[src/sv/llpc_pkg.sv]
`default_nettype none
package llpc_pkg;
  localparam int WinDepth = 22;
  localparam int PatCount = 11;
  localparam int NameLimit = 63;
  localparam int CountW = 32;
  localparam int NumCounts = 5;
  localparam int TokW = 7;

  localparam int P_LOAD = 0;
  localparam int P_IMGAT = 1;
  localparam int P_UNLOAD = 2;
  localparam int P_ACPI = 3;
  localparam int P_INST = 4;
  localparam int P_WARN_U = 5;
  localparam int P_WARN_M = 6;
  localparam int P_FAIL_L = 7;
  localparam int P_FAIL_U = 8;
  localparam int P_FAIL_C = 9;
  localparam int P_ABORT = 10;

  localparam logic [7:0] ChCr = 8'h0D;
  localparam logic [7:0] ChLf = 8'h0A;
  localparam logic [7:0] ChSpace = 8'h20;
  localparam logic [7:0] ChTab = 8'h09;

  // pattern text; the last char lands in the low byte, matching window index 0
  localparam logic [18*8-1:0] PatLoad   = "Loading driver at ";
  localparam logic [16*8-1:0] PatImgAt  = "Error: Image at ";
  localparam logic [22*8-1:0] PatUnload = "start failed: 00000001";
  localparam logic [7*8-1:0]  PatAcpi   = "[ACPI] ";
  localparam logic [11*8-1:0] PatInst   = " Installed ";
  localparam logic [7*8-1:0]  PatWarnU  = "WARNING";
  localparam logic [7*8-1:0]  PatWarnM  = "Warning";
  localparam logic [7*8-1:0]  PatFailL  = " failed";
  localparam logic [7*8-1:0]  PatFailU  = " Failed";
  localparam logic [6*8-1:0]  PatFailC  = "FAILED";
  localparam logic [7*8-1:0]  PatAbort  = "Aborted";
  localparam logic [4*8-1:0]  PatEfi    = ".efi";

  typedef logic [7:0] byte_t;
  typedef byte_t [WinDepth-1:0] window_t;

  // per-cell control handed down the window chain
  typedef struct packed {
    logic shift;
    logic clear;
  } cell_ctl_t;
endpackage
`default_nettype wire

[src/sv/llpc_cell.sv]
`default_nettype none
module llpc_cell (
  input  wire logic clk,
  input  wire llpc_pkg::cell_ctl_t ctl,
  input  wire llpc_pkg::byte_t prev_byte,
  output llpc_pkg::byte_t cur_byte
);
  import llpc_pkg::*;

  byte_t held;

  always_ff @(posedge clk) begin
    if (ctl.clear) begin
      held <= '0;
    end else if (ctl.shift) begin
      held <= prev_byte;
    end
  end

  assign cur_byte = held;
endmodule
`default_nettype wire

[src/sv/llpc_window.sv]
`default_nettype none
module llpc_window (
  input  wire logic clk,
  input  wire llpc_pkg::cell_ctl_t ctl,
  input  wire llpc_pkg::byte_t in_byte,
  output llpc_pkg::window_t win
);
  import llpc_pkg::*;

  byte_t chain [WinDepth+1];

  assign chain[0] = in_byte;

  for (genvar g = 0; g < WinDepth; g++) begin : g_cell
    llpc_cell u_cell (
      .clk(clk),
      .ctl(ctl),
      .prev_byte(chain[g]),
      .cur_byte(chain[g+1])
    );
    assign win[g] = chain[g+1];
  end
endmodule
`default_nettype wire

[src/sv/log_line_pattern_classifier.sv]
`default_nettype none
// Log line classifier. Accepts one log byte per cycle and returns one beat
// per line end (first CR/LF of a run, or a non-CR/LF end-of-log byte), registered
// at the edge that takes the closing byte and visible the cycle after.
// Bytes shift through a 22-cell window chain; patterns are checked against
// the window as it stands with the incoming byte, so the closing byte of a
// line counts toward its flags. One output register holds the beat; input
// stalls in every cycle where that register holds a beat that m_tready has
// not taken, and runs at one byte per cycle while m_tready stays high.
module log_line_pattern_classifier (
  input  wire logic        clk,
  input  wire logic        rst,
  input  wire logic        s_tvalid,
  output logic             s_tready,
  input  wire logic [7:0]  s_tdata,   // [7:0] log_byte
  input  wire logic        s_tlast,   // end_of_log
  output logic             m_tvalid,
  input  wire logic        m_tready,
  output logic [167:0]     m_tdata,   // [0] line_loads_driver, [1] line_image_failed,
                                      // [2] failure_driver_known, [3] line_acpi_install,
                                      // [4] line_warning, [5] line_failure,
                                      // [37:6] drivers_loaded,
                                      // [69:38] image_start_failures,
                                      // [101:70] acpi_installed,
                                      // [133:102] warning_lines,
                                      // [165:134] failure_lines, [167:166] zero
  output logic             m_tlast    // log_done
);
  import llpc_pkg::*;

  logic acc;
  byte_t b;
  logic eol, sep, blank, emit, shift_in;
  cell_ctl_t ctl;
  window_t win, nwin;

  logic [PatCount-1:0] seen, seen_next;
  logic in_run, in_run_next;
  logic [TokW-1:0] tok_len, tok_len_next;
  logic tok_efi, tok_efi_next;
  logic driver_named, driver_named_next;
  logic [CountW-1:0] counts [NumCounts];
  logic [CountW-1:0] counts_next [NumCounts];

  logic [PatCount-1:0] hit, seen_now;
  logic efi_hit, efi_now;

  assign b = s_tdata;
  assign eol = s_tlast;
  assign sep = (b == ChCr) || (b == ChLf);
  assign blank = (b == ChSpace) || (b == ChTab);
  assign s_tready = !m_tvalid || m_tready;
  assign acc = s_tvalid && s_tready;
  assign shift_in = acc && !sep;

  // window as it stands once the incoming byte is in
  assign nwin = {win[WinDepth-2:0], b};

  always_comb begin
    hit = '0;
    if (shift_in) begin
      hit[P_LOAD]   = nwin[$bits(PatLoad)/8-1:0] == PatLoad;
      hit[P_IMGAT]  = nwin[$bits(PatImgAt)/8-1:0] == PatImgAt;
      hit[P_UNLOAD] = nwin[$bits(PatUnload)/8-1:0] == PatUnload;
      hit[P_ACPI]   = nwin[$bits(PatAcpi)/8-1:0] == PatAcpi;
      hit[P_INST]   = nwin[$bits(PatInst)/8-1:0] == PatInst;
      hit[P_WARN_U] = nwin[$bits(PatWarnU)/8-1:0] == PatWarnU;
      hit[P_WARN_M] = nwin[$bits(PatWarnM)/8-1:0] == PatWarnM;
      hit[P_FAIL_L] = nwin[$bits(PatFailL)/8-1:0] == PatFailL;
      hit[P_FAIL_U] = nwin[$bits(PatFailU)/8-1:0] == PatFailU;
      hit[P_FAIL_C] = nwin[$bits(PatFailC)/8-1:0] == PatFailC;
      hit[P_ABORT]  = nwin[$bits(PatAbort)/8-1:0] == PatAbort;
    end
    efi_hit = shift_in && !blank && tok_len >= TokW'(3) && tok_len < TokW'(NameLimit)
              && nwin[$bits(PatEfi)/8-1:0] == PatEfi;
  end

  assign seen_now = seen | hit;

  // a new token drops its efi mark; blanks leave the last token as it is
  always_comb begin
    if (shift_in && !blank) begin
      efi_now = ((tok_len == '0) ? 1'b0 : tok_efi) | efi_hit;
    end else begin
      efi_now = tok_efi;
    end
  end

  assign emit = acc && (sep ? !in_run : eol);

  always_comb begin
    ctl.clear = rst || (acc && (emit || eol));
    ctl.shift = shift_in;
  end

  llpc_window u_window (.clk(clk), .ctl(ctl), .in_byte(b), .win(win));

  logic f_load, f_img, f_acpi, f_warn, f_fail, dn_line;
  logic [CountW-1:0] cnt_inc [NumCounts];
  logic [NumCounts-1:0] inc;

  always_comb begin
    f_load = seen_now[P_LOAD];
    f_img = seen_now[P_IMGAT] && !seen_now[P_UNLOAD];
    f_acpi = seen_now[P_ACPI] && seen_now[P_INST];
    f_warn = seen_now[P_WARN_U] || seen_now[P_WARN_M];
    f_fail = (seen_now[P_FAIL_L] || seen_now[P_FAIL_U] || seen_now[P_FAIL_C]
              || seen_now[P_ABORT]) && !seen_now[P_IMGAT];
    inc = {f_fail, f_warn, f_acpi, f_img, f_load};
    dn_line = f_load ? efi_now : driver_named;
    for (int i = 0; i < NumCounts; i++) begin
      cnt_inc[i] = (inc[i] && counts[i] != '1) ? counts[i] + CountW'(1) : counts[i];
    end
  end

  always_comb begin
    seen_next = seen_now;
    tok_efi_next = efi_now;
    in_run_next = acc ? sep : in_run;
    tok_len_next = tok_len;
    if (shift_in) begin
      if (blank) begin
        tok_len_next = '0;
      end else begin
        tok_len_next = (tok_len != '1) ? tok_len + TokW'(1) : tok_len;
      end
    end
    driver_named_next = driver_named;
    for (int i = 0; i < NumCounts; i++) counts_next[i] = counts[i];
    if (emit) begin
      seen_next = '0;
      tok_len_next = '0;
      tok_efi_next = 1'b0;
      driver_named_next = dn_line;
      for (int i = 0; i < NumCounts; i++) counts_next[i] = cnt_inc[i];
    end
    if (acc && eol) begin
      seen_next = '0;
      in_run_next = 1'b0;
      tok_len_next = '0;
      tok_efi_next = 1'b0;
      driver_named_next = 1'b0;
      for (int i = 0; i < NumCounts; i++) counts_next[i] = '0;
    end
  end

  always_ff @(posedge clk) begin
    if (rst) begin
      seen <= '0;
      in_run <= 1'b0;
      tok_len <= '0;
      tok_efi <= 1'b0;
      driver_named <= 1'b0;
      m_tvalid <= 1'b0;
      for (int i = 0; i < NumCounts; i++) counts[i] <= '0;
    end else begin
      seen <= seen_next;
      in_run <= in_run_next;
      tok_len <= tok_len_next;
      tok_efi <= tok_efi_next;
      driver_named <= driver_named_next;
      for (int i = 0; i < NumCounts; i++) counts[i] <= counts_next[i];
      if (emit) begin
        m_tvalid <= 1'b1;
      end else if (m_tready) begin
        m_tvalid <= 1'b0;
      end
      if (emit) begin
        m_tlast <= eol;
        m_tdata <= {2'b00, cnt_inc[4], cnt_inc[3], cnt_inc[2], cnt_inc[1],
                    cnt_inc[0], f_fail, f_warn, f_acpi, f_img && dn_line, f_img, f_load};
      end
    end
  end

`ifndef SYNTHESIS
  a_no_emit_when_busy: assert property (@(posedge clk) disable iff (rst)
    emit |-> s_tready) else $error("line end taken while output busy");
  a_emit_sets_valid: assert property (@(posedge clk) disable iff (rst)
    emit |=> m_tvalid) else $error("line end lost");
  a_eol_clears: assert property (@(posedge clk) disable iff (rst)
    (acc && eol) |=> (counts[0] == '0 && !driver_named)) else $error("counts not cleared");
  a_fdk_implies_img: assert property (@(posedge clk) disable iff (rst)
    m_tvalid |-> (!m_tdata[2] || m_tdata[1])) else $error("driver flag without failure");
`endif
endmodule
`default_nettype wire
[config.mk]
export PLATFORM = sky130hd
export DESIGN_NAME = log_line_pattern_classifier
export DESIGN_NICKNAME = d
export VERILOG_FILES = /design/src/sv/llpc_pkg.sv /design/src/sv/llpc_cell.sv /design/src/sv/llpc_window.sv /design/src/sv/log_line_pattern_classifier.sv
export SDC_FILE = /design/constraint.sdc
export NUM_CORES = 1
export LEC_CHECK = 0
export BUFFER_PORTS_ARGS = -buffer_cell sky130_fd_sc_hd__buf_4
export CAP_MARGIN = 5
export CORE_ASPECT_RATIO = 0.9
export CORE_MARGIN = 1.5
export CORE_UTILIZATION = 60
export DETAILED_ROUTE_END_ITERATION = 10
export GPL_TIMING_DRIVEN = 0
export PLACE_DENSITY = 0.8
export RECOVER_POWER = 25
export SLEW_MARGIN = 20
export SYNTH_ARGS = -nofsm -noshare
export SYNTH_HDL_FRONTEND = slang
export SYNTH_SLANG_ARGS = --single-unit
[constraint.sdc]
create_clock -name clk -period 18.9 [get_ports clk]
set_input_delay 3.78 -clock clk [delete_from_list [all_inputs] [get_ports clk]]
set_output_delay 3.78 -clock clk [all_outputs]
set_load 0.02 [all_outputs]
==> impl_metrics.prom <==
# TYPE chip_impl_metric gauge
chip_impl_info{name="outcome",value="finished with violations"} 1
chip_impl_info{name="failing_checks",value="capacitance limit, slew limit"} 1
chip_impl_info{name="synth_largest_area_cell",value="sky130_fd_sc_hd__dfxtp_1"} 1
chip_impl_metric{name="first_global_vias",unit=""} 20100
chip_impl_metric{name="post_synth_instance_area",unit="um^2"} 23700
chip_impl_metric{name="clk_pin_slew_worst_paths",unit="ns"} 0.06
chip_impl_metric{name="cp.required",unit="ns"} 19.21
chip_impl_metric{name="post_synth_num_cell_types",unit=""} 78
chip_impl_metric{name="ioPinCount",unit=""} 184
chip_impl_metric{name="detail_route.first_pass.iterations",unit=""} 6
chip_impl_metric{name="die_w",unit="um"} 213
chip_impl_info{name="startpoint_type",value="input port"} 1
chip_impl_metric{name="cts_htree_levels",unit=""} 2
chip_impl_metric{name="core-area",unit="um^2"} 38700
chip_impl_metric{name="synth_compound_area_frac",unit=""} 0.149
chip_impl_metric{name="drtIter0Drc",unit=""} 2881
chip_impl_metric{name="setup-tns-final",unit="ns"} 0
chip_impl_metric{name="syn-instance-count",unit=""} 2610
chip_impl_metric{name="finish.utilization",unit=""} 0.697
chip_impl_info{name="synth.top_cells.by_count",value="sky130_fd_sc_hd__nand2_1 (508), sky130_fd_sc_hd__dfxtp_1 (350), sky130_fd_sc_hd__a21oi_1 (201), sky130_fd_sc_hd__edfxtp_1 (167), sky130_fd_sc_hd__clkbuf_1 (150)"} 1
chip_impl_metric{name="worstMarginPinSlew",unit="ns"} 2.01
chip_impl_metric{name="synth.avg_cell_area",unit="um^2"} 9.10
chip_impl_metric{name="detailroute.via_count",unit=""} 22100
chip_impl_metric{name="start_util",unit=""} 0.613
chip_impl_info{name="grt_setup_unrepaired",value="false"} 1
chip_impl_metric{name="grt_util_all_layers",unit=""} 0.368
chip_impl_metric{name="antenna_cells_inserted",unit=""} 0
chip_impl_metric{name="synth.yosys.seq_area_share",unit=""} 0.506
chip_impl_metric{name="post_synth_xor_area_fraction",unit=""} 0.0575
chip_impl_metric{name="grt_max_degree",unit=""} 33
chip_impl_metric{name="p_leak",unit="nW"} 8.52
chip_impl_info{name="clock_tree.root_cell",value="sky130_fd_sc_hd__clkbuf_16"} 1
chip_impl_metric{name="cts_setup_buffers",unit=""} 0
chip_impl_metric{name="route.detailed.vias_per_inst",unit=""} 6.45
chip_impl_metric{name="cp_max_fo",unit=""} 32
chip_impl_metric{name="synth_top_area_frac",unit=""} 0.295
chip_impl_metric{name="timing.critical_path.arrival",unit="ns"} 8.58
chip_impl_metric{name="ant_nets",unit=""} 0
chip_impl_metric{name="maxCapViolations",unit=""} 3
chip_impl_metric{name="period_needed",unit="ns"} 8.28
chip_impl_metric{name="area.growth.synth_to_final",unit="%"} 13.7
chip_impl_metric{name="timing.fmax",unit="MHz"} 121
chip_impl_metric{name="place_congestion",unit=""} 0.968
chip_impl_metric{name="routedWlPerCell",unit="um"} 22.4
chip_impl_metric{name="post_route_cells_drive_above_1_share",unit=""} 0.0467
chip_impl_info{name="hold_class",value="reg2reg"} 1
chip_impl_metric{name="synth_adder_area_share",unit=""} 0.00369
chip_impl_info{name="combinational_family_with_the_most_area_after_synthesis",value="simple AND/OR/NAND/NOR gates"} 1
chip_impl_metric{name="cellPowerDensity",unit="nW/um^2"} 86.8
chip_impl_metric{name="gr-total-overflow",unit=""} 0
chip_impl_info{name="tritoncts",value="yes"} 1
chip_impl_metric{name="finalCritPeriodShare",unit=""} 0.438
chip_impl_metric{name="die_h",unit="um"} 192
chip_impl_metric{name="synth-warning-count",unit=""} 0
chip_impl_info{name="setup.worst_path.start",value="s_tdata[1]"} 1
chip_impl_metric{name="drv_slew",unit=""} 71
chip_impl_info{name="hp-start",value="counts[0][107]"} 1
chip_impl_metric{name="clock_latency",unit="ns"} 0.61
chip_impl_metric{name="ys_seq_elements",unit=""} 517
chip_impl_info{name="crit_chain",value="clkbuf_1 -> and3b_1 -> o211ai_1 -> a21oi_1 -> nor2_1 -> clkbuf_1 -> buf_16 -> buf_16 -> buf_12"} 1
chip_impl_metric{name="worst_path_largest_cell_delay",unit="ns"} 1.51
chip_impl_info{name="postSynth.topFlopCell",value="sky130_fd_sc_hd__dfxtp_1"} 1
chip_impl_metric{name="placement_row_count",unit=""} 68
chip_impl_metric{name="post_cts_resized",unit=""} 0
chip_impl_info{name="synth.top_cells.by_area",value="sky130_fd_sc_hd__dfxtp_1 (30%), sky130_fd_sc_hd__edfxtp_1 (21%), sky130_fd_sc_hd__nand2_1 (8.0%)"} 1
chip_impl_metric{name="cts_inserted_buffers",unit=""} 50
chip_impl_info{name="timing_worst_setup_path_type",value="in2reg"} 1
chip_impl_info{name="worstReg2RegStart",value="m_tvalid"} 1
chip_impl_metric{name="max-vdd-ir-drop",unit="mV"} 0.0904
chip_impl_metric{name="timing.final.hold_violations",unit=""} 0
chip_impl_metric{name="die_area",unit="um^2"} 40800
chip_impl_info{name="yosysMostFrequentCell",value="sky130_fd_sc_hd__nand2_1"} 1
chip_impl_metric{name="port_buffers",unit=""} 181
chip_impl_metric{name="antenna_violations_before_repair",unit=""} 1
chip_impl_metric{name="place_hpwl",unit="um"} 54700
chip_impl_metric{name="global_route_wire_length_before_repair",unit="um"} 115000
chip_impl_metric{name="clock_sink_count",unit=""} 517
chip_impl_metric{name="slew_headroom",unit=""} -0.345
chip_impl_metric{name="synth_simple_gate_area_share",unit=""} 0.243
chip_impl_metric{name="count_of_flip_flops_with_a_built_in_enable_after_synthesis",unit=""} 167
chip_impl_info{name="setup.worst_path.end_class",value="flop"} 1
chip_impl_metric{name="finClkSkew",unit="ns"} 0.0185
chip_impl_metric{name="synth_mux_area_frac",unit=""} 0.00358
chip_impl_metric{name="drc",unit=""} 0
chip_impl_metric{name="wl",unit="um"} 76500
chip_impl_metric{name="cts_hold_buf",unit=""} 0
chip_impl_info{name="crit_slowest_cell",value="sky130_fd_sc_hd__nor2_1"} 1
chip_impl_metric{name="ctsLongestPathBuffers",unit=""} 3
chip_impl_metric{name="setup-violations-final",unit=""} 0
chip_impl_metric{name="synth_async_sr_flop_share",unit=""} 0
chip_impl_metric{name="design.final.nets",unit=""} 2870
[cell families (layout without fill, tap and decap cells)]
logic type	count (synthesis)	after routing
xor+xnor	156	156
flops	517	517
mux	8	8
other cells	1	2
compound gates	561	561
fa+ha+maj	7	7
simple gates	1139	1139
buf+inv	221	502
[final cells by class]
type	count	area, um^2
plain buffers	179	712
clock buffers	73	1500
clock inverters	21	259
fillers	3181	11700
inverters	42	158
multi-input cells	1873	10900
flip-flops and latches	517	12000
well taps	525	657
repair buffers	187	820
[registers in the layout (all words and copies together) (netlist names)]
name and flops:
counts 160, driver_named 1, in_run 1, m_tdata 166
m_tlast 1, m_tvalid 1, seen 11, tok_efi 1
tok_len 7, u_window.g_cell.u_cell.cur_byte 168
[worst max-delay path: cells and delay by family]
kind	cells	cell delay (ns)
compound gates	2	0.77
simple gates	2	1.76
buf+inv	5	2.21
[power by group]
part / switching, mW / internal [mW] / total [mW] / leakage (nW)
clock network: 0.441 / 0.635 / 1.08 / 0.872
logic: 0.0784 / 0.0193 / 0.0978 / 3.45
registers: 0.00902 / 1.16 / 1.17 / 4.20
[per-layer routing]
metal,track usage,part of all wire,vias to the layer above
met1,0.510,0.41,10500
met4,0.123,0.031,0
met3,0.0822,0.11,178
li1,-,-,10000
met2,0.569,0.44,1341
met5,0,0,-
[final timing paths]
| path | to | slack (ns) | cells after the start |
|---|---|---|---|
| worst min register to register | counts[0][107] | 0.44 | 1 |
| worst min-delay path | counts[0][107] | 0.44 | 1 |
| worst max-delay path | m_tdata[113] | 10.62 | 9 |
| worst max register to register | m_tdata[113] | 13.90 | 8 |
[metrics by stage]
| step | instance area (um^2) | power [mW] | cells | hold WS, ns | setup slack (ns) |
|---|---|---|---|---|---|
| floorplan | 23700 | 1.25 | 2611 | 0.412 | 6.66 |
| global placement | 25800 | 1.30 | 3317 | 0.425 | 3.73 |
| detailed placement | 25900 | 1.30 | 3323 | 0.429 | 10.82 |
| CTS | 27700 | 2.36 | 3417 | 0.439 | 10.82 |
| global route | 27000 | 2.39 | 3417 | 0.470 | 10.40 |
| finish | 27000 | 2.34 | 3417 | 0.436 | 10.62 |
[layout by cell type, fill, tap and decap left out, drive strengths merged, types with 11 or more instances in the layout]
master / netlist / routed
nand2: 508 / 508
and3: 46 / 46
nand4b: 15 / 15
nor3: 42 / 42
xnor2: 112 / 112
a41oi: 36 / 36
nand3: 101 / 101
inv: 42 / 42
edfxtp: 167 / 167
o31ai: 43 / 43
nor4b: 26 / 26
nor3b: 12 / 12
and4b: 11 / 11
clkbuf: 150 / 396
a21oi: 201 / 201
dfxtp: 350 / 350
xor2: 44 / 44
nor2: 116 / 116
and4: 20 / 20
a31oi: 86 / 86
buf: 29 / 43
clkinv: 0 / 15
nor4bb: 19 / 19
or3: 11 / 11
nand2b: 15 / 15
and2: 35 / 35
o21ai: 88 / 88
nand4: 55 / 55
o211ai: 19 / 19
nor2b: 12 / 12
nor4: 43 / 43
or4: 27 / 27
(Power assumes the default switching activity.)
